==> config.mk <==
export PLATFORM = sky130hd
export DESIGN_NAME = gyro_frame_deframer_core_flat
export DESIGN_NICKNAME = d
export VERILOG_FILES = /design/src/rtl/gfd_pkg.sv /design/src/rtl/gfd_ifs.sv /design/src/rtl/gfd_cell.sv /design/src/rtl/gfd_ctrl.sv /design/src/rtl/gyro_frame_deframer_core.sv /design/src/flat_wrapper.sv
export VERILOG_INCLUDE_DIRS = /design/src /design/src/rtl
export SDC_FILE = /design/constraint.sdc
export NUM_CORES = 1
export LEC_CHECK = 0
export ABC_CLOCK_PERIOD_IN_PS = 7600
export CORE_UTILIZATION = 28
export DETAILED_ROUTE_END_ITERATION = 12
export DONT_BUFFER_PORTS = 1
export SLEW_MARGIN = 25
export SYNTH_ARGS = -nofsm -noshare
export SYNTH_HDL_FRONTEND = slang
export SYNTH_HIERARCHICAL = 1
export SYNTH_SLANG_ARGS = --single-unit
==> constraint.sdc <==
create_clock -name clk -period 7.6 [get_ports clk]
set_clock_uncertainty 0.05 [all_clocks]
set_input_delay 0.76 -clock clk [delete_from_list [all_inputs] [get_ports clk]]
set_output_delay 0.76 -clock clk [all_outputs]
set_load 0.02 [all_outputs]
==> src/rtl/gyro_frame_deframer_core_defines.svh <==
// assertion macros shared by the deframer rtl
`ifndef GYRO_FRAME_DEFRAMER_CORE_DEFINES_SVH
`define GYRO_FRAME_DEFRAMER_CORE_DEFINES_SVH

// same-cycle implication, checked on clk, quiet while rst_n is low
`define GFD_ASSERT_SAME(lbl, ante, cons) \
    lbl: assert property (@(posedge clk) disable iff (!rst_n) (ante) |-> (cons)) \
        else $error("gfd check failed");

// next-cycle implication, checked on clk, quiet while rst_n is low
`define GFD_ASSERT_NEXT(lbl, ante, cons) \
    lbl: assert property (@(posedge clk) disable iff (!rst_n) (ante) |=> (cons)) \
        else $error("gfd check failed");

`endif

==> src/rtl/gfd_pkg.sv <==
// constants and types shared by the gyro frame deframer
package gfd_pkg;

    localparam logic [7:0] STX_BYTE   = 8'h02;
    localparam logic [7:0] TYPE_FIRST = 8'h81;
    localparam logic [7:0] TYPE_LAST  = 8'h84;
    localparam logic [7:0] TERM_BYTE  = 8'h0d;

    localparam logic [1:0] KIND_ANGLE = 2'd0;
    localparam logic [1:0] KIND_RATE  = 2'd1;
    localparam logic [1:0] KIND_BOTH  = 2'd2;
    localparam logic [1:0] KIND_AUX   = 2'd3;

    // byte cells in the data shift line, enough for the longest frame
    localparam int DATA_CELLS = 4;

    // control handed from the frame sequencer to the top level
    typedef struct packed {
        logic       shift_en;
        logic       emit;
        logic [1:0] kind;
        logic       sum_ok;
    } gfd_ctl_t;

endpackage

==> src/rtl/gfd_ifs.sv <==
// valid/ready channel interfaces for serial bytes and decoded frames
interface gfd_byte_if;
    logic       valid;
    logic       ready;
    logic [7:0] data_byte;

    modport source (output valid, output data_byte, input ready);
    modport sink (input valid, input data_byte, output ready);
endinterface

interface gfd_frame_if;
    logic               valid;
    logic               ready;
    logic [1:0]         frame_kind;
    logic [15:0]        angle_code;
    logic signed [15:0] rate_code;
    logic               checksum_ok;

    modport source (output valid, output frame_kind, output angle_code,
                    output rate_code, output checksum_ok, input ready);
    modport sink (input valid, input frame_kind, input angle_code,
                  input rate_code, input checksum_ok, output ready);
endinterface

==> src/rtl/gfd_cell.sv <==
// one byte cell of the data shift line
module gfd_cell (
    input  logic       clk,
    input  logic       shift_en,
    input  logic [7:0] byte_in,
    output logic [7:0] byte_out
);

    logic [7:0] byte_reg;
    logic [7:0] byte_next;

    assign byte_next = shift_en ? byte_in : byte_reg;
    assign byte_out  = byte_reg;

    always_ff @(posedge clk)
    begin
        byte_reg <= byte_next;
    end

endmodule

==> src/rtl/gfd_ctrl.sv <==
// frame sequencer: phase tracking, running checksum and frame kind
module gfd_ctrl (
    input  logic              clk,
    input  logic              rst_n,
    input  logic              accept,
    input  logic [7:0]        data_byte,
    output gfd_pkg::gfd_ctl_t ctl
);

    typedef enum logic [3:0] {
        PH_HUNT,
        PH_TYPE,
        PH_STATUS,
        PH_D0,
        PH_D1,
        PH_D2,
        PH_D3,
        PH_CHECK,
        PH_TERM
    } phase_t;

    phase_t     phase_reg, phase_next;
    logic [1:0] kind_reg, kind_next;
    logic [7:0] sum_reg, sum_next;
    logic       match_reg, match_next;
    logic [7:0] type_off;
    logic       type_hit;

    assign type_off = data_byte - gfd_pkg::TYPE_FIRST;
    assign type_hit = (data_byte >= gfd_pkg::TYPE_FIRST) && (data_byte <= gfd_pkg::TYPE_LAST);

    always_comb
    begin
        phase_next = phase_reg;
        kind_next  = kind_reg;
        sum_next   = sum_reg;
        match_next = match_reg;
        unique case (phase_reg)
            PH_TYPE:
            begin
                if (type_hit)
                begin
                    kind_next  = type_off[1:0];
                    sum_next   = data_byte;
                    phase_next = PH_STATUS;
                end
                else if (data_byte == gfd_pkg::STX_BYTE)
                begin
                    phase_next = PH_TYPE;
                end
                else
                begin
                    phase_next = PH_HUNT;
                end
            end
            PH_STATUS:
            begin
                sum_next   = sum_reg + data_byte;
                phase_next = PH_D0;
            end
            PH_D0:
            begin
                sum_next   = sum_reg + data_byte;
                phase_next = PH_D1;
            end
            PH_D1:
            begin
                sum_next   = sum_reg + data_byte;
                phase_next = (kind_reg == gfd_pkg::KIND_BOTH) ? PH_D2 : PH_CHECK;
            end
            PH_D2:
            begin
                sum_next   = sum_reg + data_byte;
                phase_next = PH_D3;
            end
            PH_D3:
            begin
                sum_next   = sum_reg + data_byte;
                phase_next = PH_CHECK;
            end
            PH_CHECK:
            begin
                match_next = (data_byte == sum_reg);
                phase_next = PH_TERM;
            end
            PH_TERM:
            begin
                phase_next = PH_HUNT;
            end
            default:
            begin
                phase_next = (data_byte == gfd_pkg::STX_BYTE) ? PH_TYPE : PH_HUNT;
            end
        endcase
    end

    always_comb
    begin
        ctl.shift_en = accept && ((phase_reg == PH_D0) || (phase_reg == PH_D1) ||
                                  (phase_reg == PH_D2) || (phase_reg == PH_D3));
        ctl.emit     = accept && (phase_reg == PH_TERM) && (data_byte == gfd_pkg::TERM_BYTE);
        ctl.kind     = kind_reg;
        ctl.sum_ok   = match_reg;
    end

    always_ff @(posedge clk or negedge rst_n)
    begin
        if (!rst_n)
        begin
            phase_reg <= PH_HUNT;
            kind_reg  <= 2'd0;
            sum_reg   <= 8'd0;
            match_reg <= 1'b0;
        end
        else if (accept)
        begin
            phase_reg <= phase_next;
            kind_reg  <= kind_next;
            sum_reg   <= sum_next;
            match_reg <= match_next;
        end
    end

endmodule

==> src/rtl/gyro_frame_deframer_core.sv <==
// gyro serial frame deframer top level: sequencer, byte cell line, output register
//
//   channel  dir  payload                                          role
//   rx       in   data_byte[7:0]                                   received serial bytes
//   frame    out  frame_kind, angle_code, rate_code, checksum_ok   one per terminated frame
//
// one byte is taken every cycle while rx is not stalled; a frame result appears the cycle after its terminator
// data bytes shift through a line of four byte cells, the sequencer steps once per byte
// rst_n clears the sequencer phase and the output valid; cell contents are left alone
// rx stalls only while a finished frame sits unclaimed in the output register
`include "gyro_frame_deframer_core_defines.svh"

module gyro_frame_deframer_core (
    input  logic       clk,
    input  logic       rst_n,
    gfd_byte_if.sink   rx,
    gfd_frame_if.source frame
);

    localparam int CELLS = gfd_pkg::DATA_CELLS;

    gfd_pkg::gfd_ctl_t ctl;
    logic              accept;
    logic [7:0]        cell_q [CELLS];
    logic [15:0]       first_word;
    logic [15:0]       second_word;

    logic              valid_reg, valid_next;
    logic [1:0]        kind_reg;
    logic [15:0]       angle_reg;
    logic [15:0]       rate_reg;
    logic              ok_reg;
    logic [15:0]       angle_next;
    logic [15:0]       rate_next;

    assign rx.ready = !valid_reg || frame.ready;
    assign accept   = rx.valid && rx.ready;

    gfd_ctrl u_ctrl (
        .clk       (clk),
        .rst_n     (rst_n),
        .accept    (accept),
        .data_byte (rx.data_byte),
        .ctl       (ctl)
    );

    // cell 0 takes the newest data byte, older bytes move up the line
    for (genvar i = 0; i < CELLS; i++)
    begin : g_cell
        if (i == 0)
        begin : g_head
            gfd_cell u_cell (
                .clk      (clk),
                .shift_en (ctl.shift_en),
                .byte_in  (rx.data_byte),
                .byte_out (cell_q[i])
            );
        end
        else
        begin : g_body
            gfd_cell u_cell (
                .clk      (clk),
                .shift_en (ctl.shift_en),
                .byte_in  (cell_q[i-1]),
                .byte_out (cell_q[i])
            );
        end
    end

    // big-endian words; a four byte frame pushes its first word two cells further
    always_comb
    begin
        second_word = {cell_q[1], cell_q[0]};
        if (ctl.kind == gfd_pkg::KIND_BOTH)
        begin
            first_word = {cell_q[3], cell_q[2]};
        end
        else
        begin
            first_word = {cell_q[1], cell_q[0]};
        end
    end

    always_comb
    begin
        case (ctl.kind)
            gfd_pkg::KIND_RATE:
            begin
                angle_next = 16'd0;
                rate_next  = first_word;
            end
            gfd_pkg::KIND_BOTH:
            begin
                angle_next = first_word;
                rate_next  = second_word;
            end
            default:
            begin
                angle_next = first_word;
                rate_next  = 16'd0;
            end
        endcase
    end

    always_comb
    begin
        valid_next = valid_reg;
        if (ctl.emit)
        begin
            valid_next = 1'b1;
        end
        else if (frame.ready)
        begin
            valid_next = 1'b0;
        end
    end

    always_ff @(posedge clk or negedge rst_n)
    begin
        if (!rst_n)
        begin
            valid_reg <= 1'b0;
        end
        else
        begin
            valid_reg <= valid_next;
        end
    end

    always_ff @(posedge clk)
    begin
        if (ctl.emit)
        begin
            kind_reg  <= ctl.kind;
            angle_reg <= angle_next;
            rate_reg  <= rate_next;
            ok_reg    <= ctl.sum_ok;
        end
    end

    assign frame.valid       = valid_reg;
    assign frame.frame_kind  = kind_reg;
    assign frame.angle_code  = angle_reg;
    assign frame.rate_code   = $signed(rate_reg);
    assign frame.checksum_ok = ok_reg;

    `GFD_ASSERT_NEXT(a_emit_shows, ctl.emit, frame.valid)
    `GFD_ASSERT_SAME(a_shift_not_emit, ctl.shift_en, !ctl.emit)
    `GFD_ASSERT_SAME(a_stall_blocks_rx, frame.valid && !frame.ready, !rx.ready)

endmodule
==> src/flat_wrapper.sv <==
// flat-port wrapper written by rule: the top's interface ports become plain ports
module gyro_frame_deframer_core_flat 
  (clk, rst_n, rx_valid, rx_data_byte, rx_ready, frame_valid, frame_frame_kind, frame_angle_code, frame_rate_code, frame_checksum_ok, frame_ready);
  gfd_byte_if rx_i ();
  gfd_frame_if frame_i ();
  input  logic clk;
  input  logic rst_n;
  input wire logic [$bits(rx_i.valid)-1:0] rx_valid;
  input wire logic [$bits(rx_i.data_byte)-1:0] rx_data_byte;
  output wire logic [$bits(rx_i.ready)-1:0] rx_ready;
  output wire logic [$bits(frame_i.valid)-1:0] frame_valid;
  output wire logic [$bits(frame_i.frame_kind)-1:0] frame_frame_kind;
  output wire logic [$bits(frame_i.angle_code)-1:0] frame_angle_code;
  output wire logic [$bits(frame_i.rate_code)-1:0] frame_rate_code;
  output wire logic [$bits(frame_i.checksum_ok)-1:0] frame_checksum_ok;
  input wire logic [$bits(frame_i.ready)-1:0] frame_ready;
  assign rx_i.valid = rx_valid;
  assign rx_i.data_byte = rx_data_byte;
  assign rx_ready = rx_i.ready;
  assign frame_valid = frame_i.valid;
  assign frame_frame_kind = frame_i.frame_kind;
  assign frame_angle_code = frame_i.angle_code;
  assign frame_rate_code = frame_i.rate_code;
  assign frame_checksum_ok = frame_i.checksum_ok;
  assign frame_i.ready = frame_ready;
  gyro_frame_deframer_core u_core (.clk(clk), .rst_n(rst_n), .rx(rx_i), .frame(frame_i));
endmodule
### Word-level counts from Yosys, hierarchy flattened

Index checks and enable logic that the tools add are counted.

* $add $sub $neg: 2
* magnitude comparators: 2
* equality and inequality tests: 14
* mux-type cells: 10
* reductions and logical operators: 16

Operators with widths (count)
* $pmux W16 S2: 1
* $pmux W4 S8: 1
* $eq A4 B3 Y1 const B: 4
* $mux W16: 1
* $pmux W8 S2: 1
* $add A8 B8 Y8: 1
* $eq A4 B2 Y1 const B: 2
* $eq A8 B2 Y1 const B: 1
* $eq A8 B4 Y1 const B: 1
* $eq A8 B8 Y1: 1
* $ge A8 B8 Y1 const B: 1
* $le A8 B8 Y1 const B: 1
* $mux W8: 1
* $reduce_and A3 Y1: 2
* $logic_and A1 B1 Y1: 5
* $reduce_or A5 Y1: 1
* $eq A4 B1 Y1 const B: 1
* $eq A4 B4 Y1 const B: 1
* $logic_or A1 B1 Y1: 4
* $mux W2: 2
* $reduce_bool A2 Y1: 2
* $mux W1: 3
* $eq A2 B1 Y1 const B: 1
* $eq A2 B2 Y1 const B: 1
* 4 further kinds: 4

* flip-flop bits (word level): 83
* bits of input ports: 12
* output and inout bits: 37
* word-level logic and storage cells: 57

### Logic depth before layout (Yosys ltp)

* word-level depth: 6
* depth in mapped cells: 8

### By module

The synthesis kept the hierarchy.

By module, submodules not included
* gyro_frame_deframer_core: times used 1, cells an instance 136, area an instance 1671.6 um^2, seq. area each 1076.0 um^2
* gfd_ctrl: times used 1, cells an instance 128, area an instance 1161.1 um^2, seq. area each 375.4 um^2
* gfd_cell: times used 4, cells an instance 8, area an instance 240.2 um^2, seq. area each 240.2 um^2

### Worst setup path before layout

No wires, ideal clock.

* path kind: input port to flip-flop
* from: in frame_ready
* to: reg u_core.angle_reg[0], in the netlist u_core/frame.angle_code[0] (enable)
* setup time: 0.472 ns
* arrival time: 4.020 ns
* data required time: 7.078 ns
* setup slack: 3.058 ns
* cell stages on the path: 5
* cell sequence: nand2b_1 and2_1 clkbuf_1 nand4_1 nor3_1

RTL lines
* start: declaration: line flat_wrapper.sv:16 `input wire logic [$bits(frame_i.ready)-1:0] frame_ready;`
* end signal: assignment: line gyro_frame_deframer_core.sv:135 `angle_reg <= angle_next;`
* end: declaration: line gyro_frame_deframer_core.sv:30 `logic [15:0] angle_reg;`

==> impl_summary.md <==
Global routing
The wire length of the first global-routing pass is between 10000 and 15000 um. The via count of the first global-routing pass is around 2200. The initial antenna violation count is 0.

The total overflow left after global routing is 0. The total routing resource utilization after global routing is 11.0%. The maximum number of pins on one net before global-route repair is just under 50.

Synth
The synthesized design devotes to its leading area cell type 53.0% of total area. The number of instances in the synthesized netlist is 296. The post-synthesis instance area is approximately 0.0038 mm2. Summing the sequential cell areas from Yosys gives a little under two thirds of the chip area. After synthesis, the cell types taking the most area are edfxtp_1 53%, dfrtp_1 11%, mux2i_1 4.5%, ha_1 4.3%, o21ai_0 3.4%.

The post-synthesis cell type with the largest combined area is edfxtp_1. In the synthesized netlist the async set-or-reset flop fraction comes to 19.3%. In this run, synthesis produced a sequential element count of just over 80.

In this run, synthesis inferred 67 flip-flops with an integrated enable. The number of different library cells in the post-synthesis netlist is 49. The dominant synthesized flop cell is edfxtp_1. A synthesized cell averages around 13 um2. The Yosys step of the flow raised 6 warnings. When the netlist entered floorplanning its net count stood at 322.

Power
Summed over all cells, the static leakage comes to ~1.6 nW. The power per standard cell area is ~350 mW/mm2. The worst voltage drop across the vdd grid is about 0.00016 V. Net switching is 31.7% of the power.

In this run the power spent charging and discharging nets is between 0.4 and 0.5 mW. Registers are responsible for between 40% and 50% of the overall power. The internal power contribution is approximately 1.0 mW. The combinational share of power is between 20% and 30%.

The portion of total power attributed to the clock network is 26.7%.

Drt
The count of nets left with antenna violations after detail routing is 0. After detailed routing, the number of remaining DRC violations is 0. The detailed-route vias per instance is between 4 and 5. Summing over every cut layer, the via total after detailed routing is between 2000 and 2500. The detailed router finished its first iteration with around 200 violations.

The length of the first detailed-routing pass in iterations is 4. The average detailed-routed wire length per instance is 15.3 um. The routed design has between 7000 and 8000 um of wire.

Die
The number of I/O pins is about 50. The core region is approximately 0.013 mm2. The starting utilization of the core area is 28.6%.

The floorplan step set the die width to roughly 120 um. The number of placement rows is between 40 and 50. The floorplan step defined a die boundary enclosing 0.0140 mm2. The die is between 100 and 150 um tall.

Timing
The number of slew-limit violations in the final report is 0. The final cycle utilization of the critical path is 36.4%. The max-slew headroom at the worst pin is between 30% and 40%. Setup violations remaining at the end of the flow were counted as 0.

The clock period could shrink to roughly 2.8 ns. Setup repair after global routing left no endpoint under its margin. The tightest hold margin is 0.0654 ns.

The maximum operating frequency is 362 MHz. The final sum of negative setup slack is 0 ns. The number of endpoints with negative hold slack in the final report is 0. For the pin with the worst max-slew slack, the measured transition is about 0.95 ns.

Placement
The congestion estimate from routability-driven global placement came to about 0.84. The wire-length estimate of the detail-placed layout is 5090 um. The number of port buffers is 0.

CTS
The hold-fix buffer count after cts is 0. TritonCTS built the clock tree. The buffers inserted during post-CTS setup optimization is 0. In this run the deepest clock path goes through 2 buffers. The tree is rooted in a clkbuf_16. For the worst-skew pair, the clock arrives at the later sink with an insertion delay of ~0.33 ns. The number of buffers added by the clock tree synthesis step is 9. The number of instances resized during post-cts repair is 0.

The clock input transition at the sequential cells of the worst setup and hold paths is 0.06 ns. The H-tree was split into 3 levels. Counting every sink on the clock net gives between 80 and 90.

Layout
The register with the most flip-flops in the layout has 24 of them. The library cell used most frequently in the layout, excluding fill and tap cells, is edfxtp_1. The number of filler instances in the final layout is roughly 1300. In the layout the commonest cells are 67 x edfxtp_1, 26 x o21ai_0, 21 x a21oi_1, 21 x nor2_1, 18 x nand3_1.

The post-synthesis to final-layout area growth is 11.7%. The share of cells above drive strength 1 is under 10%. After the last flow step, the layout net total stands at approximately 320. The area of all sequential standard cells is about 0.0024 mm2. The multi-input combinational cells in the finished layout cover a total of approximately 0.0013 mm2.

The number of antenna repair diodes is 0.

Setup path
The element type at the critical path start is a register. Of all nets on the critical path, the largest fanout is 30. The critical path goes through nand2b_1, and2_1, nand4_1, nor3_2, buf_4. STA classifies the critical path endpoint as a register.

In this design, the largest share of critical-path delay is due to simple AND/OR/NAND/NOR gates. The critical path data required time is around 7.5 ns. For the worst setup path, the data arrival time is approximately 2.7 ns.

The number of buffer and inverter instances along the worst setup path is 1. The kind of critical path is reg2reg. For this run, the slowest stage of the critical path takes roughly 0.52 ns.

The slowest stage of the critical path belongs to the cell nor3_2.

Flow run
The tool flagged a number of max-cap violations equal to 0.

Min path
The path class of the tightest hold or removal check is in2async.

Outcome
The flow ran to the end, and the final reports show no timing, DRC or antenna violations.
[area by class of cell]
class | count | area share, %
Clock buffer | 10 | 5.40
Clock inverter | 6 | 1.15
Inverter | 12 | 1.06
Multi-Input combinational cell | 186 | 29.7
Sequential cell | 83 | 56.9
Tap cell | 176 | 5.20
Timing Repair Buffer | 3 | 0.531
[synth_stat cells (2+ instances only)]
library cell   n
a21o_1         2
nor3_1         4
a21oi_1       21
o21ai_0       26
nor4_1         2
mux2_1         7
nand2b_1       3
xnor2_1        4
nor2_1        22
buf_4          4
mux2i_1       17
nand2_1       16
ha_1          13
nand3_1       18
buf_2          6
nor2b_1        2
dfrtp_1       16
clkbuf_1       3
a31oi_1        2
or3_1          2
edfxtp_1      67
a211oi_1       3
inv_1         10
[final timing paths]
path                                                      from                              endpoint  slack (ns)  cells past startpoint
hold reg to reg            u_core/u_ctrl/match_reg$_DFFE_PN0P_    u_core/frame.checksum_ok$_DFFE_PP_        0.41                      0
setup / recovery                u_core/frame.valid$_DFFE_PN0P_  u_core/frame.frame_kind[1]$_DFFE_PP_        4.83                      5
setup reg to reg                u_core/frame.valid$_DFFE_PN0P_  u_core/frame.frame_kind[1]$_DFFE_PP_        4.83                      5
max in group asynchronous                                rst_n        u_core/frame.valid$_DFFE_PN0P_        7.36                      0
min in group clk           u_core/u_ctrl/match_reg$_DFFE_PN0P_    u_core/frame.checksum_ok$_DFFE_PP_        0.41                      0
hold / removal                                           rst_n  u_core/u_ctrl/sum_reg[2]$_DFFE_PN0P_        0.07                      0
[stage by stage]
step	instances	instance area (um2)	worst slack (ns)	utilization (%)	total power, mW
floorplan	296	3790	3.06	-	1.01
global placement	460	3960	4.58	29.9	1.09
detailed placement	460	3960	4.49	29.9	1.10
CTS	476	4240	4.79	32.0	1.50
global route	476	4240	4.65	32.0	1.59
finish	476	4240	4.83	32.0	1.49
[kinds of logic (layout without fill, tap and decap cells)]
family,count (synthesis),in the layout,share of synthesized area (%)
buffers and inverters,27,31,3.46
flip-flops,83,83,63.6
AND/OR/NAND/NOR,80,80,10.9
AO/OA/AOI/OAI,62,62,9.20
XOR/XNOR,5,5,1.15
multiplexers,24,24,6.56
adder cells (fa/ha/maj),15,15,5.11
[power by group through the flow]
| stage | logic [mW] | clock network (mW) | registers, mW |
|---|---|---|---|
| after CTS | 0.383 | 0.408 | 0.713 |
| final | 0.381 | 0.399 | 0.713 |
| after global placement | 0.374 | 0 | 0.718 |
| after floorplan | 0.307 | 0 | 0.698 |
| after global routing | 0.436 | 0.426 | 0.727 |
| after detailed placement | 0.381 | 0 | 0.722 |
[metal layers]
layer | global-route usage (%) | wire (um) | vias to the layer above
li1 | - | - | 1091
met5 | 0 | 0 | -
met4 | 3.80 | 100 | 0
met2 | 16.2 | 3190 | 53
met1 | 14.6 | 3570 | 1104
met3 | 4.44 | 405 | 11
No activity file was read; power rests on OpenSTA's default activity.
